## config.mk

```make
export PLATFORM = sky130hd
export DESIGN_NAME = pva_sqrt_cell
export DESIGN_NICKNAME = d
export VERILOG_FILES = /design/src/rtl/pva_pkg.sv /design/src/rtl/pva_sqrt_cell.sv
export SDC_FILE = /design/constraint.sdc
export NUM_CORES = 1
export LEC_CHECK = 0
export BUFFER_PORTS_ARGS = -buffer_cell sky130_fd_sc_hd__buf_4
export CELL_PAD_IN_SITES_DETAIL_PLACEMENT = 1
export CELL_PAD_IN_SITES_GLOBAL_PLACEMENT = 1
export CORE_ASPECT_RATIO = 1.4
export CORE_MARGIN = 2
export CORE_UTILIZATION = 35
export DETAILED_ROUTE_END_ITERATION = 12
export PLACE_DENSITY = 0.76
export SLEW_MARGIN = 20
export SYNTH_ARGS = -nofsm -noshare
export SYNTH_HDL_FRONTEND = slang
export SYNTH_SLANG_ARGS = --single-unit
```

## constraint.sdc

```tcl
create_clock -name clk -period 9.1 [get_ports clk]
set_input_delay 2.73 -clock clk [delete_from_list [all_inputs] [get_ports clk]]
set_output_delay 2.73 -clock clk [all_outputs]
set_load 0.02 [all_outputs]
```

## src/rtl/pva_pkg.sv

```systemverilog
// shared constants, types and the arctangent table for the projected vector angle
// no dependencies
`default_nettype none

package pva_pkg;

  localparam int DIM                = 3;
  localparam int COMPONENT_BITS_DEF = 16;
  localparam int ANGLE_BITS_DEF     = 16;
  localparam int Q_W                = 16;  // internal component, 14 fraction bits
  localparam int P_W                = 20;  // projected component
  localparam int C_W                = 42;  // dot and cross products
  localparam int T_W                = 58;  // triple product
  localparam int MAG_W              = 30;  // normalized magnitudes
  localparam int SS_W               = 63;  // square root operand and partial root
  localparam int SQRT_STEPS         = 31;
  localparam int CORDIC_STEPS       = 28;
  localparam int X_W                = 34;
  localparam int Z_W                = 33;
  localparam int TURN_FRAC          = 30;  // angle fraction bits of one turn

  typedef logic [MAG_W-1:0] mag_t;

  typedef struct packed {
    mag_t md;
    logic negdot;
    logic tneg;
    logic degen;
  } side_t;

  typedef struct packed {
    logic tneg;
    logic degen;
  } flags_t;

  // atan(2^-i) in units of 2^-30 turn
  function automatic logic signed [Z_W-1:0] atan_entry(input int idx);
    logic signed [Z_W-1:0] r;
    case (idx)
      0:  r = Z_W'(134217728);
      1:  r = Z_W'(79233351);
      2:  r = Z_W'(41864727);
      3:  r = Z_W'(21251189);
      4:  r = Z_W'(10666833);
      5:  r = Z_W'(5338616);
      6:  r = Z_W'(2669960);
      7:  r = Z_W'(1335061);
      8:  r = Z_W'(667541);
      9:  r = Z_W'(333772);
      10: r = Z_W'(166886);
      11: r = Z_W'(83443);
      12: r = Z_W'(41722);
      13: r = Z_W'(20861);
      14: r = Z_W'(10430);
      15: r = Z_W'(5215);
      16: r = Z_W'(2608);
      17: r = Z_W'(1304);
      18: r = Z_W'(652);
      19: r = Z_W'(326);
      20: r = Z_W'(163);
      21: r = Z_W'(81);
      22: r = Z_W'(41);
      23: r = Z_W'(20);
      24: r = Z_W'(10);
      25: r = Z_W'(5);
      26: r = Z_W'(3);
      27: r = Z_W'(1);
      default: r = '0;
    endcase
    return r;
  endfunction

endpackage

`default_nettype wire

```

## src/rtl/pva_sqrt_cell.sv

```systemverilog
// one digit step of the integer square root chain
// depends on pva_pkg
`default_nettype none

module pva_sqrt_cell import pva_pkg::*; #(
  parameter int K = 0
) (
  input  logic            clk,
  input  logic            rst,
  input  logic            en,
  input  logic            in_valid,
  input  logic [SS_W-1:0] in_rem,
  input  logic [SS_W-1:0] in_root,
  input  side_t           in_side,
  output logic            out_valid,
  output logic [SS_W-1:0] out_rem,
  output logic [SS_W-1:0] out_root,
  output side_t           out_side
);

  localparam logic [SS_W-1:0] BIT = SS_W'(1) << (2 * K);

  logic [SS_W-1:0] trial;
  logic            take;

  // trial subtraction for this digit
  always_comb begin
    trial = in_root + BIT;
    take  = in_rem >= trial;
  end

  always_ff @(posedge clk) begin
    if (rst) begin
      out_valid <= 1'b0;
    end else if (en) begin
      out_valid <= in_valid;
    end
  end

  always_ff @(posedge clk) begin
    if (en) begin
      out_rem  <= take ? in_rem - trial : in_rem;
      out_root <= take ? (in_root >> 1) + BIT : in_root >> 1;
      out_side <= in_side;
    end
  end

endmodule

`default_nettype wire

```

# == Word level (Yosys, flattened, before mapping) ==
# Cells that the tools add are included.
# totals
reg_bits,160
out_inout_bits,160
elab_cells,14
# classes
magnitude_cmp,1
muxes,2
n_addsub,3
# op_table
operator,n
"adder 62 x 1 -> 63 bit, second input constant",1
"adder 63 x 1 -> 63 bit, second input constant",1
>= comparator 63 bit,1
2-to-1 mux 63 bit,1
subtractor 63 bit,1
2-to-1 mux 62 bit,1

# == Depth between registers and ports, before layout ==
# logic_depth
word_depth,3
depth_mapped,24

# == Worst setup path before layout ==
# No wires, ideal clock.
# synth_path
kind,in2reg
startpoint,input port in_root[1]
endpoint,register out_rem[50] (data pin)
setup_ps,260
arrival_ps,6668
cell_stages,21
setup_slack_ps,2172
path_cell_list,ha_1 > and3_1 > and3_1 > clkbuf_1 > nand2_1 > nor3_1 > nand4_1 > nor3_1 > nand2_1 > xor2_1 > ha_1 > buf_2 > nand4_1 > nor4_1 > and4_1 > nand4_1 > o211ai_1 > a41o_1 > buf_6 > buf_8 > mux2_4
# synth_between
elab_chain_cells,3
word_cells_on_any_way,4
# synth_rtl
element,line,rtl
start: declaration,pva_sqrt_cell.sv:13,"input logic [SS_W-1:0] in_root,"
adder 63 x 1 -> 63 bit (*),pva_sqrt_cell.sv:28,trial = in_root + BIT;
subtractor 63 bit or >= comparator 63 bit (tied branches),"pva_sqrt_cell.sv:42, pva_sqrt_cell.sv:29",
2-to-1 mux 63 bit (*),pva_sqrt_cell.sv:42,out_rem <= take ? in_rem - trial : in_rem;
end signal: assignment,pva_sqrt_cell.sv:42,
end: declaration,pva_sqrt_cell.sv:16,"output logic [SS_W-1:0] out_rem,"
# Every way passes the cells marked *; elsewhere a longest branch is shown, timed or not.
# A chain may end at the register's enable or synchronous reset.

# == Worst setup path in the final report ==
# layout_path
startpoint,input port in_root[1]
endpoint,register out_root[17] (data pin)
# layout_between
elab_chain_cells,3
word_cells_on_any_way,4
# layout_rtl
element,line,rtl
adder 63 x 1 -> 63 bit,pva_sqrt_cell.sv:28,
>= comparator 63 bit,pva_sqrt_cell.sv:29,take = in_rem >= trial;
2-to-1 mux 62 bit (*),pva_sqrt_cell.sv:43,out_root <= take ? (in_root >> 1) + BIT : in_root >> 1;
end signal: assignment,pva_sqrt_cell.sv:43,
end: declaration,pva_sqrt_cell.sv:17,"output logic [SS_W-1:0] out_root,"
# Marked as above.

==> run summary <==
outcome: completed
# setup viols final: 0
main flop type after synthesis: edfxtp_1
layout overhead on the synthesized area: 27.0%
Fin Setup TNS: 0 ns
PwrDens: 160 nW/um^2
clock insertion delay at the later pin of the skew report: 0.45 ns
setup bufs post-CTS: 0
fmax: 115 MHz
Die Span Y: 226 um
port bufs: 322
Max Cap Viol: 0
Initial Utilization: 0.354
critical path type: primary input to flop
Sw Ratio: 0.363
DRC: 0
EDFF count, synth: 159
Crit. End Element: flop
average size of a mapped cell: 9.56 sq um
Crit Path Max Fanout: 48
clock share of power: 0.298
Crit path arrival time: 8.89 ns
Tcrit/Tclk final: 0.954
CTS buffer count: 17
fin. max-slew vios: 0
FF+latch area: 4790 sq um
synthesized flop and latch total: 160
FILL cells: 4045
Die ar.: 36800 sq um
CTS tree: yes
CTS clock-pin slew for the worst setup and hold paths: 0.07 ns
post-synthesis sequential area ratio: 0.389
nets@finish: 1812
fin crit period: 8.68 ns
P_leak: 6.06 nW
Req. time, crit path: 9.32 ns
ANT cells: 0
GRT Residual Overflow: 0
# IOs: 323
net switching power: 908 uW
most frequent cells in the layout: buf_4, edfxtp_1, nand2_1, nor2_1, xnor2_1
measured slew at the worst slew-check pin: 0.927 ns
Final Hold Viols: 0
layout cells sized above 1: 0.306
Final GP Congestion: 0.961
Fin Clk Skew: 0 ns
Yosys cell types: 80
vias per cell: 5.52
dpl hpwl: 39000 um
Hold Crit Class: flop to flop
first-pass GRT wire length: 70700 um
DRT iter0 DRCs: 716
CTS root buf: clkbuf_16
# clock sinks: 160
drt first pass iters: 6
internal power: 1.59 mW
RSZ-0062 raised after global routing: false
largest net degree at the start of global routing: 57
Routed WL per cell: 23.3 um
area of the multi-input gates: 7070 sq um
R2R Setup Slk: 8.51 ns
GRT Util Overall: 0.258
commonest non-fill, non-tap cell in the layout: buf_4
Worst Setup Start Kind: primary input
Worst VDD drop: 0.0991 mV
placed cell count: 2020
Finished Layout Cells: 2052
Detail Route Antenna Nets: 0
Async SR Flop Fraction: 0
Ys Warns: 0
die width: 163 um
Routed WL: 47800 um
number of global-route vias before repair: 11.9k
Flop pwr share: 0.374
Rel. slew slack: 0.376
Combinational Power Share: 0.329
vias: 11.3k
core area: 34900 sq um
row count: 81
Max H-tree Level: 4
Syn Inst Count: 1290
Longest Clk Path Bufs: 2
Synth Net Count: 1519
cell area after synthesis: 12300 sq um
initial antenna violation count: 2
[metrics by stage]
stage	setup WS (ns)	hold WS, ns	instance area, sq um	util	total power, mW
after floorplan	2.17	0.579	12300	-	1.44
after global placement	-0.0876	0.481	15100	0.432	1.76
after detailed placement	-0.127	0.500	15100	0.432	1.77
after CTS	0.374	0.518	15700	0.449	2.52
after global routing	0.158	0.575	15700	0.449	2.61
final	0.421	0.508	15700	0.449	2.50
[cell usage after synthesis, drive strengths merged, types with 8 or more instances]
cell type	number	area, sq um
nand3	54	270
o21ai	58	302
a21o	22	165
clkbuf	22	82.6
nand4	51	325
xor2	86	753
edfxtp	159	4770
nor3	46	315
ha	65	813
o31ai	9	72.6
o21a	8	60.1
o21bai	9	67.6
and2	12	75.1
nor2b	11	68.8
nand2	138	518
nor4	11	68.8
a21oi	123	792
xnor2	88	771
inv	27	101
nor2	131	577
and3	30	188
and4	12	105
buf	37	300
[layout make-up]
class                           count  share of cell area
Clock buffer                       17              0.0272
Clock inverter                     15              0.0110
Inverter                           27             0.00647
Multi-Input combinational cell   1044               0.451
Sequential cell                   160               0.306
Tap cell                          456              0.0364
Timing Repair Buffer              333               0.161
[kinds of logic after synthesis]
| family | count (synthesis) | synth area share |
|---|---|---|
| simple gates | 517 | 0.217 |
| compound gates | 285 | 0.162 |
| xor+xnor | 174 | 0.124 |
| flops | 160 | 0.389 |
| buf+inv | 86 | 0.0393 |
| fa+ha+maj | 66 | 0.0676 |
| mux | 2 | 0.00203 |
[metal layers]
metal	track usage	routed length [um]	up-vias
met5	0	33	-
met4	0.135	2390	4
met3	0.0406	2450	110
met2	0.476	25300	411
met1	0.282	17600	5486
li1	-	-	5306
[power groups by stage]
stage	Clock, mW	Combinational (mW)	Sequential (mW)
floorplan	0	0.392	1.05
global placement	0	0.812	0.951
detailed placement	0	0.822	0.951
CTS	0.761	0.826	0.936
global route	0.782	0.885	0.941
finish	0.744	0.823	0.934
[timing repair]
action | in CTS | in global routing
endpoints found under the setup margin | 0 | 4
hold buffers | 0 | 0
gates resized for setup | 0 | 1
[sequential cells by signal, indices dropped and copies added (netlist names)]
signal,count
out_valid,1
out_rem,63
out_side,33
out_root,63
[critical path: stages]
cell      delay [ns]
buf_4           0.16
ha_1            0.20
and3_1          0.20
and3_1          0.29
nand2_1         0.27
nor3_1          0.47
nand4_1         0.28
nor3_1          0.69
nand2_1         0.16
xor2_1          0.21
ha_1            0.53
nand4_1         0.25
nor4_2          0.59
and4_1          0.27
nand4_1         0.12
o211ai_1        0.25
a41o_4          0.56
buf_12          0.31
nand4_1         0.14
xnor2_1         0.16
[final timing paths]
path	from	to	depth (start not counted)
setup / recovery	in_root[1]	out_root[17]	20
hold reg to reg	out_valid	out_valid	2
hold / removal	out_valid	out_valid	2
setup reg to reg	out_valid	out_valid	2
Power figures use the tool's default switching activity.
