<file path="src/rtl/pva_pkg.sv">
// shared constants, types and the arctangent table for the projected vector angle
// no dependencies
`default_nettype none

package pva_pkg;

  localparam int DIM                = 3;
  localparam int COMPONENT_BITS_DEF = 16;
  localparam int ANGLE_BITS_DEF     = 16;
  localparam int Q_W                = 16;  // internal component, 14 fraction bits
  localparam int P_W                = 20;  // projected component
  localparam int C_W                = 42;  // dot and cross products
  localparam int T_W                = 58;  // triple product
  localparam int MAG_W              = 30;  // normalized magnitudes
  localparam int SS_W               = 63;  // square root operand and partial root
  localparam int SQRT_STEPS         = 31;
  localparam int CORDIC_STEPS       = 28;
  localparam int X_W                = 34;
  localparam int Z_W                = 33;
  localparam int TURN_FRAC          = 30;  // angle fraction bits of one turn

  typedef logic [MAG_W-1:0] mag_t;

  typedef struct packed {
    mag_t md;
    logic negdot;
    logic tneg;
    logic degen;
  } side_t;

  typedef struct packed {
    logic tneg;
    logic degen;
  } flags_t;

  // atan(2^-i) in units of 2^-30 turn
  function automatic logic signed [Z_W-1:0] atan_entry(input int idx);
    logic signed [Z_W-1:0] r;
    case (idx)
      0:  r = Z_W'(134217728);
      1:  r = Z_W'(79233351);
      2:  r = Z_W'(41864727);
      3:  r = Z_W'(21251189);
      4:  r = Z_W'(10666833);
      5:  r = Z_W'(5338616);
      6:  r = Z_W'(2669960);
      7:  r = Z_W'(1335061);
      8:  r = Z_W'(667541);
      9:  r = Z_W'(333772);
      10: r = Z_W'(166886);
      11: r = Z_W'(83443);
      12: r = Z_W'(41722);
      13: r = Z_W'(20861);
      14: r = Z_W'(10430);
      15: r = Z_W'(5215);
      16: r = Z_W'(2608);
      17: r = Z_W'(1304);
      18: r = Z_W'(652);
      19: r = Z_W'(326);
      20: r = Z_W'(163);
      21: r = Z_W'(81);
      22: r = Z_W'(41);
      23: r = Z_W'(20);
      24: r = Z_W'(10);
      25: r = Z_W'(5);
      26: r = Z_W'(3);
      27: r = Z_W'(1);
      default: r = '0;
    endcase
    return r;
  endfunction

endpackage

`default_nettype wire

</file>
<file path="src/rtl/pva_cordic_cell.sv">
// one vectoring rotation of the arctangent chain
// depends on pva_pkg
`default_nettype none

module pva_cordic_cell import pva_pkg::*; #(
  parameter int K = 0
) (
  input  logic                  clk,
  input  logic                  rst,
  input  logic                  en,
  input  logic                  in_valid,
  input  logic signed [X_W-1:0] in_x,
  input  logic signed [X_W-1:0] in_y,
  input  logic signed [Z_W-1:0] in_z,
  input  flags_t                in_flags,
  output logic                  out_valid,
  output logic signed [X_W-1:0] out_x,
  output logic signed [X_W-1:0] out_y,
  output logic signed [Z_W-1:0] out_z,
  output flags_t                out_flags
);

  localparam logic signed [Z_W-1:0] ANG = atan_entry(K);

  logic signed [X_W-1:0] xs, ys;

  assign xs = in_x >>> K;
  assign ys = in_y >>> K;

  always_ff @(posedge clk) begin
    if (rst) begin
      out_valid <= 1'b0;
    end else if (en) begin
      out_valid <= in_valid;
    end
  end

  // rotate toward the x axis
  always_ff @(posedge clk) begin
    if (en) begin
      if (in_y >= 0) begin
        out_x <= in_x + ys;
        out_y <= in_y - xs;
        out_z <= in_z + ANG;
      end else begin
        out_x <= in_x - ys;
        out_y <= in_y + xs;
        out_z <= in_z - ANG;
      end
      out_flags <= in_flags;
    end
  end

endmodule

`default_nettype wire

</file>
<file path="config.mk">
export PLATFORM = sky130hd
export DESIGN_NAME = pva_cordic_cell
export DESIGN_NICKNAME = d
export VERILOG_FILES = /design/src/rtl/pva_pkg.sv /design/src/rtl/pva_cordic_cell.sv
export SDC_FILE = /design/constraint.sdc
export NUM_CORES = 1
export LEC_CHECK = 0
export ABC_AREA = 1
export BUFFER_PORTS_ARGS = -buffer_cell sky130_fd_sc_hd__clkbuf_2
export CORE_MARGIN = 10
export CORE_UTILIZATION = 50
export CTS_CLUSTER_SIZE = 16
export DETAILED_ROUTE_END_ITERATION = 10
export PLACE_DENSITY = 0.79
export SYNTH_ARGS = -nofsm -noshare
export SYNTH_HDL_FRONTEND = slang
export SYNTH_SLANG_ARGS = --single-unit
</file>
<file path="constraint.sdc">
create_clock -name clk -period 2 [get_ports clk]
set_input_delay 0.2 -clock clk [delete_from_list [all_inputs] [get_ports clk]]
set_output_delay 0.2 -clock clk [all_outputs]
set_load 0.05 [all_outputs]
</file>
Word level (Yosys, flattened, before mapping)
Index checks and enable logic that the tools add are counted.
{"block": "word_totals", "regBits": 104, "in_bits": 107, "out_inout_bits": 104}
{"block": "classes", "addsub": 5, "order_cmp": 1, "mux": 3}
{"operator": "34-bit two-way mux", "count": 2}
{"operator": "34-bit subtractor", "count": 2}
{"operator": "34-bit adder", "count": 1}
{"operator": "34-bit by 1-bit >= comparator with 1-bit output (second input constant)", "count": 1}
{"operator": "33-bit by 29-bit adder with 33-bit output (second input constant)", "count": 1}
{"operator": "33-bit two-way mux", "count": 1}
{"operator": "33-bit by 29-bit subtractor with 33-bit output (second input constant)", "count": 1}

Longest topological paths before layout
Gate-level depths: netlist of the first run.
{"block": "logic_depth", "depth_word": 2, "ltp_mapped": 17}

Worst setup path before layout of the first run
Ideal clock, no wire load.
{"block": "synth_path", "kind": "input-to-reg", "from": "input port in_x[0]", "to": "register out_x[32], data pin", "setup_time_ps": 253, "t_arrival_ps": 1624, "path_slack_ps": 123, "path_stages": 13, "n_path_buf": 0, "path_cell_list": "inv_1 > ha_1 > fa_1 > o21ai_1 > nand2_1 > nand2_1 > nand2_1 > nand2_1 > nand2_1 > nand2_1 > nand2_1 > nand3_1 > nand2_1"}
{"block": "synth_between", "elab_chain_cells": 2, "elab_cells_between_ends": 3, "classes_between": "add/sub (2); mux (1)"}
{"element": "start, declared", "line_no": "pva_cordic_cell.sv:12", "text": "input logic signed [X_W-1:0] in_x,"}
{"element": "34-bit subtractor or 34-bit adder (tied branches)", "line_no": "pva_cordic_cell.sv:46, pva_cordic_cell.sv:42"}
{"element": "34-bit two-way mux (*)", "line_no": "pva_cordic_cell.sv:41", "text": "if (in_y >= 0) begin"}
{"element": "end signal, assigned", "line_no": "pva_cordic_cell.sv:42", "text": "out_x <= in_x + ys;"}
{"element": "end signal, assigned", "line_no": "pva_cordic_cell.sv:46", "text": "out_x <= in_x - ys;"}
{"element": "end, declared", "line_no": "pva_cordic_cell.sv:17", "text": "output logic signed [X_W-1:0] out_x,"}
Mark *: on every way between the ends. The rest lies on a longest branch, timed or not.
A chain may end at the register's enable or synchronous reset.

Final worst setup path of the first run
{"block": "layout_path", "from": "input port in_x[9]", "to": "register out_x[26], data pin"}
Same word-level chain as after synthesis.

==> results of run 1 <==
==> area by class of cell <==
type	count	area, sq um	area share, %
well taps	275	344.1	2.373
repair buffers	494	3251	22.42
inverters	245	919.6	6.342
flip-flops and latches	103	3083	21.26
clock buffers	10	229.0	1.579
clock inverters	6	62.56	0.4314
multi-input cells	1166	6613	45.60
==> repair_timing <==
action                     4_1_cts  5_1_grt
hold endpoints to repair         1        0
pin swaps                        0        5
cloned                           0        0
hold buffers                     1        0
resized for setup                3       87
setup endpoints to repair        6       42
==> critical path: cells and delay by family <==
kind	cells	cell delay, ns
buffers and inverters	3	0.30
and+or+nand+nor	7	0.84
adders and majority gates	1	0.45
AOI/OAI and AO/OA	1	0.28
==> final timing paths <==
kind                                from                      to  slack (ns)  depth (start not counted)
setup / recovery                 in_x[9]     out_x[26]$_DFFE_PP_        0.05                         12
hold / removal                   in_z[7]      out_z[7]$_DFFE_PP_        0.02                          1
setup reg to reg  out_valid$_SDFFE_PP0P_  out_valid$_SDFFE_PP0P_        1.38                          2
hold reg to reg   out_valid$_SDFFE_PP0P_  out_valid$_SDFFE_PP0P_        0.54                          2
==> placed cells by master, fill, tap and decap left out, drive strengths merged, types with 2 or more instances in the layout <==
master	n
a21o	4
a21boi	2
nand3	164
o21a	4
o21bai	14
edfxtp	102
inv	249
fa	3
buf	284
o211ai	4
xor2	35
a21oi	116
clkbuf	219
o22ai	5
o21ai	92
ha	100
or2	4
nor2	129
nor4	4
a31oi	2
nand2	446
nand4	13
mux2i	4
clkinv	2
nor3	15
nand3b	3
==> registers in the layout (all words and copies together) (netlist names) <==
signal / count
out_x: 34
out_y: 33
out_z: 33
out_flags: 2
out_valid: 1
==> kinds of logic (layout without fill, tap and decap cells) <==
kind of cell / after synthesis / in the layout
XOR/XNOR: 36 / 36
AO/OA/AOI/OAI: 243 / 243
flip-flops: 103 / 103
AND/OR/NAND/NOR: 780 / 780
adder cells (fa/ha/maj): 103 / 103
buffers and inverters: 289 / 755
multiplexers: 4 / 4
==> per-stage QoR <==
stage	setup WS (ns)	setup TNS, ns	area [sq um]	total power, W
after global routing	-0.01578	-0.03171	14500	0.009816
after detailed placement	-0.4445	-15.80	13900	0.007329
final	0.04587	0	14500	0.009345
after global placement	-0.3753	-13.84	13900	0.007229
after CTS	0.008147	0	14210	0.009185
after floorplan	0.1226	0	10590	0.005530
==> metal layers <==
layer	up-vias	wire length (um)	track usage, %
met4	0	801	7.223
met5	-	0	0
met1	5661	17540	39.81
met2	600	17930	45.71
met3	51	4285	4.710
li1	5966	-	-
==> where the power goes <==
| group | leakage (nW) | internal [W] | switching, W |
|---|---|---|---|
| combinational | 6.47 | 0.00160 | 0.00307 |
| sequential | 1.01 | 0.00272 | 0.0000828 |
| clock | 0.143 | 0.000887 | 0.000988 |
| total | 7.61 | 0.00520 | 0.00414 |
==> flow_metrics.env, run 1 <==
export IMPL_required_ns=2.11
export IMPL_row_count=53
export IMPL_place_congestion=0.9877
export IMPL_yosys_warnings=0
export IMPL_postCtsSetupRepairBufs=0
export IMPL_wl_per_cell_um=17.64
export IMPL_ir_worst_vdd_v=0.0004097
export IMPL_slowest_stage="ha_2"
export IMPL_path_clk_slew_ns=0.09
export IMPL_fin_cells=2299
export IMPL_start_util_pct=50.53
export IMPL_p_leak_nw=7.614
export IMPL_grt_first_pass_wirelength_um=61450
export IMPL_antenna_cells=0
export IMPL_crit_fanout=8
export IMPL_max_stage_delay_ns=0.45
export IMPL_overflow=0
export IMPL_synth_top_family_by_area="simple AND/OR/NAND/NOR gates"
export IMPL_maxCapViolations=0
export IMPL_ys_ff_latch=103
export IMPL_drcViolationCount=0
export IMPL_rsz0062_at_grt="yes"
export IMPL_yosysTopAreaCellShare_pct=28.93
export IMPL_dp_cells=2282
export IMPL_dr_pass1_iters=5
export IMPL_setup_violations=0
export IMPL_cts_num_sinks=103
export IMPL_syn_inst=1558
export IMPL_synth_xor_area_share_pct=2.978
export IMPL_grt_max_degree=74
export IMPL_cts_root_buffer="clkbuf_16"
export IMPL_outcome="finished clean"
export IMPL_io_buffers=210
export IMPL_cts_made_buffers=9
export IMPL_path_cells="clkbuf_2 > inv_1 > ha_2 > buf_4 > nand2_4 > o21ai_0 > nand3b_1 > nand2_1 > nand3_1 > nand2_1 > nand3_1 > nand2_1"
export IMPL_viasPerCell=5.341
export IMPL_synthMuxAreaShare_pct=0.3781
export IMPL_fin_nets=2229
export IMPL_yosys_cell_count_top_type="nand2_1"
export IMPL_synth_fa_ha_area_share_pct=12.38
export IMPL_fmax_ghz=0.5117
export IMPL_synth_simple_gate_area_share_pct=31.55
export IMPL_layout_drive_gt1_share_pct=30.68
export IMPL_cp_arrival_ns=2.07
export IMPL_antenna_found_initial=0
export IMPL_die_w_um=165.5
export IMPL_first_global_vias=11830
export IMPL_synth_compound_area_share_pct=12.30
export IMPL_worst_clock_skew_ns=0
export IMPL_routed_wirelength_um=40560
export IMPL_synth_common_cells="434 x nand2_1, 237 x inv_1, 161 x nand3_1, 120 x nor2_1, 114 x a21oi_1"
export IMPL_endpoint_kind="flop"
export IMPL_area_delta_synth_final_pct=36.95
export IMPL_initialDrtViolationCount=1074
export IMPL_syn_nets=1768
export IMPL_syn_area_per_cell_sq_um=6.796
export IMPL_yosysTopAreaCell="edfxtp_1"
export IMPL_fillers=1855
export IMPL_fin_crit_sh_pct=97.71
export IMPL_cp_common_cell="nand2_1"
export IMPL_cts_path_max_buffers=2
export IMPL_cts_tree="done"
export IMPL_power_density_nw_per_um2=644.4
export IMPL_final_max_slew_viol_count=0
export IMPL_hold_viol_final=0
export IMPL_synth_seq_area_share_pct=29.11
export IMPL_fin_hold_ws_ns=0.01561
export IMPL_yosys_top_cells_area="edfxtp_1 29%, nand2_1 15%, ha_1 12%"
export IMPL_clk_latency_ns=0.35
export IMPL_synth_edf_count=102
export IMPL_relSlewSlack_pct=71.82
export IMPL_io_pins=211
export IMPL_synth_flop_cell="edfxtp_1"
export IMPL_synth_distinct_cells=46
export IMPL_fin_crit_ns=1.954
export IMPL_final_util_pct=69.20
export IMPL_dp_hpwl_um=34390
export IMPL_start_kind="input port"
export IMPL_die_h_um=165.5
export IMPL_syn_area_sq_um=10590
export IMPL_synthArstFlopShare_pct=0
export IMPL_ant_nets=0
export IMPL_grtUsageTotal_pct=28.75
export IMPL_crit_type="in -> reg"
export IMPL_die_area_sq_um=27400
export IMPL_core_area_sq_um=20960
export IMPL_worst_pin_slew_ns=0.4182
export IMPL_htree_levels=3
export IMPL_min_path_type="in -> reg"
export IMPL_num_vias=12280
(Power assumes the default switching activity.)
==> run 2, diff against run 1 <==
--- a/config.mk
+++ b/config.mk
@@ -11,6 +11,7 @@
 export CORE_UTILIZATION = 50
 export CTS_CLUSTER_SIZE = 16
 export DETAILED_ROUTE_END_ITERATION = 10
+export MAX_ROUTING_LAYER = met4
 export PLACE_DENSITY = 0.79
 export SYNTH_ARGS = -nofsm -noshare
 export SYNTH_HDL_FRONTEND = slang
==> flow_metrics.env, run 2 (synthesis results as in run 1) <==
export IMPL_cts_root_buffer="clkbuf_16"
export IMPL_crit_type="in -> reg"
export IMPL_cts_num_sinks=103
export IMPL_relSlewSlack_pct=69.65
export IMPL_fin_crit_ns=1.891
export IMPL_ir_worst_vdd_v=0.0004751
export IMPL_final_common_cell="nand2_1"
export IMPL_worst_slack_ns=0.1095
export IMPL_routed_wirelength_um=40620
export IMPL_first_global_vias=11960
export IMPL_grtUsageTotal_pct=29.49
export IMPL_postCtsSetupRepairBufs=0
export IMPL_ant_nets=0
export IMPL_start_util_pct=50.53
export IMPL_dp_hpwl_um=34770
export IMPL_cp_common_cell="nand2_1"
export IMPL_crit_fanout=4
export IMPL_path_cells="clkbuf_2 > inv_1 > ha_1 > inv_1 > buf_4 > a21oi_1 > o21ai_1 > nand2_1 > nand2_1 > a21oi_1 > nand3_1 > nand3_1 > nand2_1"
export IMPL_cts_tree="done"
export IMPL_placed_area_sq_um=14010
export IMPL_grt_first_pass_wirelength_um=61620
export IMPL_reg_top3="out_x (34), out_y (33), out_z (33)"
export IMPL_row_count=53
export IMPL_worst_clock_skew_ns=0
export IMPL_fin_crit_sh_pct=94.53
export IMPL_cts_path_max_buffers=2
export IMPL_antenna_found_initial=0
export IMPL_num_vias=12200
export IMPL_tns_ns=0
export IMPL_start_kind="input port"
export IMPL_maxCapViolations=0
export IMPL_rr_worst_depth=2
export IMPL_initialDrtViolationCount=1016
export IMPL_io_pins=211
export IMPL_slowest_stage="ha_1"
export IMPL_clk_latency_ns=0.35
export IMPL_endpoint_kind="flop"
export IMPL_min_path_cells=2
export IMPL_p_leak_nw=7.681
export IMPL_die_area_sq_um=27400
export IMPL_drcViolationCount=0
export IMPL_viasPerCell=5.266
export IMPL_required_ns=2.12
export IMPL_wl_per_cell_um=17.54
export IMPL_power_density_nw_per_um2=639.4
export IMPL_postLayoutCellArea_sq_um=14560
export IMPL_outcome="finished clean"
export IMPL_die_h_um=165.5
export IMPL_fmax_ghz=0.5289
export IMPL_htree_levels=3
export IMPL_power_w=0.009307
export IMPL_fin_nets=2247
export IMPL_die_w_um=165.5
export IMPL_max_stage_delay_ns=0.35
export IMPL_final_max_slew_viol_count=0
export IMPL_io_buffers=210
export IMPL_cts_made_buffers=9
export IMPL_fillers=1797
export IMPL_dp_slack_ns=-0.4014
export IMPL_worst_pin_slew_ns=0.4505
export IMPL_hold_viol_final=0
export IMPL_place_congestion=1.040
export IMPL_path_clk_slew_ns=0.08
export IMPL_core_area_sq_um=20960
export IMPL_dr_pass1_iters=8
export IMPL_cp_arrival_ns=2.01
export IMPL_overflow=0
export IMPL_area_delta_synth_final_pct=37.46
export IMPL_setup_violations=0
export IMPL_layout_drive_gt1_share_pct=31.21
export IMPL_antenna_cells=0
export IMPL_cts_hold_buffers_added=0
export IMPL_min_path_type="in -> reg"
export IMPL_top_register="out_x"
export IMPL_final_cell_mix="419 x nand2_1, 300 x buf_4, 233 x inv_1"
export IMPL_largest_reg_flops=34
export IMPL_grt_max_degree=44
## run 2: where the power goes
part | switching (W) | internal, W
registers | 0.0000835 | 0.00272
clock network | 0.000958 | 0.000865
logic | 0.00308 | 0.00161
total | 0.00412 | 0.00519
## run 2: final cells by class
class	instances	area [sq um]	share of cell area [%]
Clock buffer	9	225.2	1.547
Clock inverter	6	55.05	0.3782
Inverter	245	919.6	6.318
Multi-Input combinational cell	1166	6570	45.14
Sequential cell	103	3083	21.18
Tap cell	275	344.1	2.364
Timing Repair Buffer	512	3358	23.07
## run 2: path summary, 6_finish.rpt
kind	startpoint	to	slack, ns
min	rst	out_valid$_SDFFE_PP0P_	0.002
min reg2reg	out_valid$_SDFFE_PP0P_	out_valid$_SDFFE_PP0P_	0.56
max reg2reg	out_valid$_SDFFE_PP0P_	out_valid$_SDFFE_PP0P_	1.38
max	in_x[26]	out_x[31]$_DFFE_PP_	0.11
## run 2: metal layers
| metal | track usage, % | vias to the layer above | share of wire, % |
|---|---|---|---|
| met4 | 7.342 | 0 | 2.2 |
| met2 | 45.47 | 600 | 44 |
| li1 | - | 5994 | - |
| met1 | 39.65 | 5544 | 44 |
| met5 | - | - | 0 |
| met3 | 4.834 | 59 | 9.8 |
## run 2: critical path, delay by kind of cell
family                   cells  cell delay [ns]
buffers and inverters        4             0.43
AND/OR/NAND/NOR              5             0.45
adder cells (fa/ha/maj)      1             0.35
AO/OA/AOI/OAI                3             0.56
## run 2: through the flow
step / utilization (%) / std cells / hold WS [ns]
after global routing: 69.46 / 2316 / 0.005295
after CTS: 68.28 / 2316 / 0.004717
after detailed placement: 66.88 / 2301 / 0.3786
after floorplan: - / 1558 / 0.2724
after global placement: 66.88 / 2301 / 0.3591
final: 69.46 / 2316 / 0.001554
## run 2: repair_timing
action                     4_1_cts  5_1_grt
cloned                           0        0
setup endpoints to repair        6       47
gates resized for setup          4       81
pin swaps                        0        3
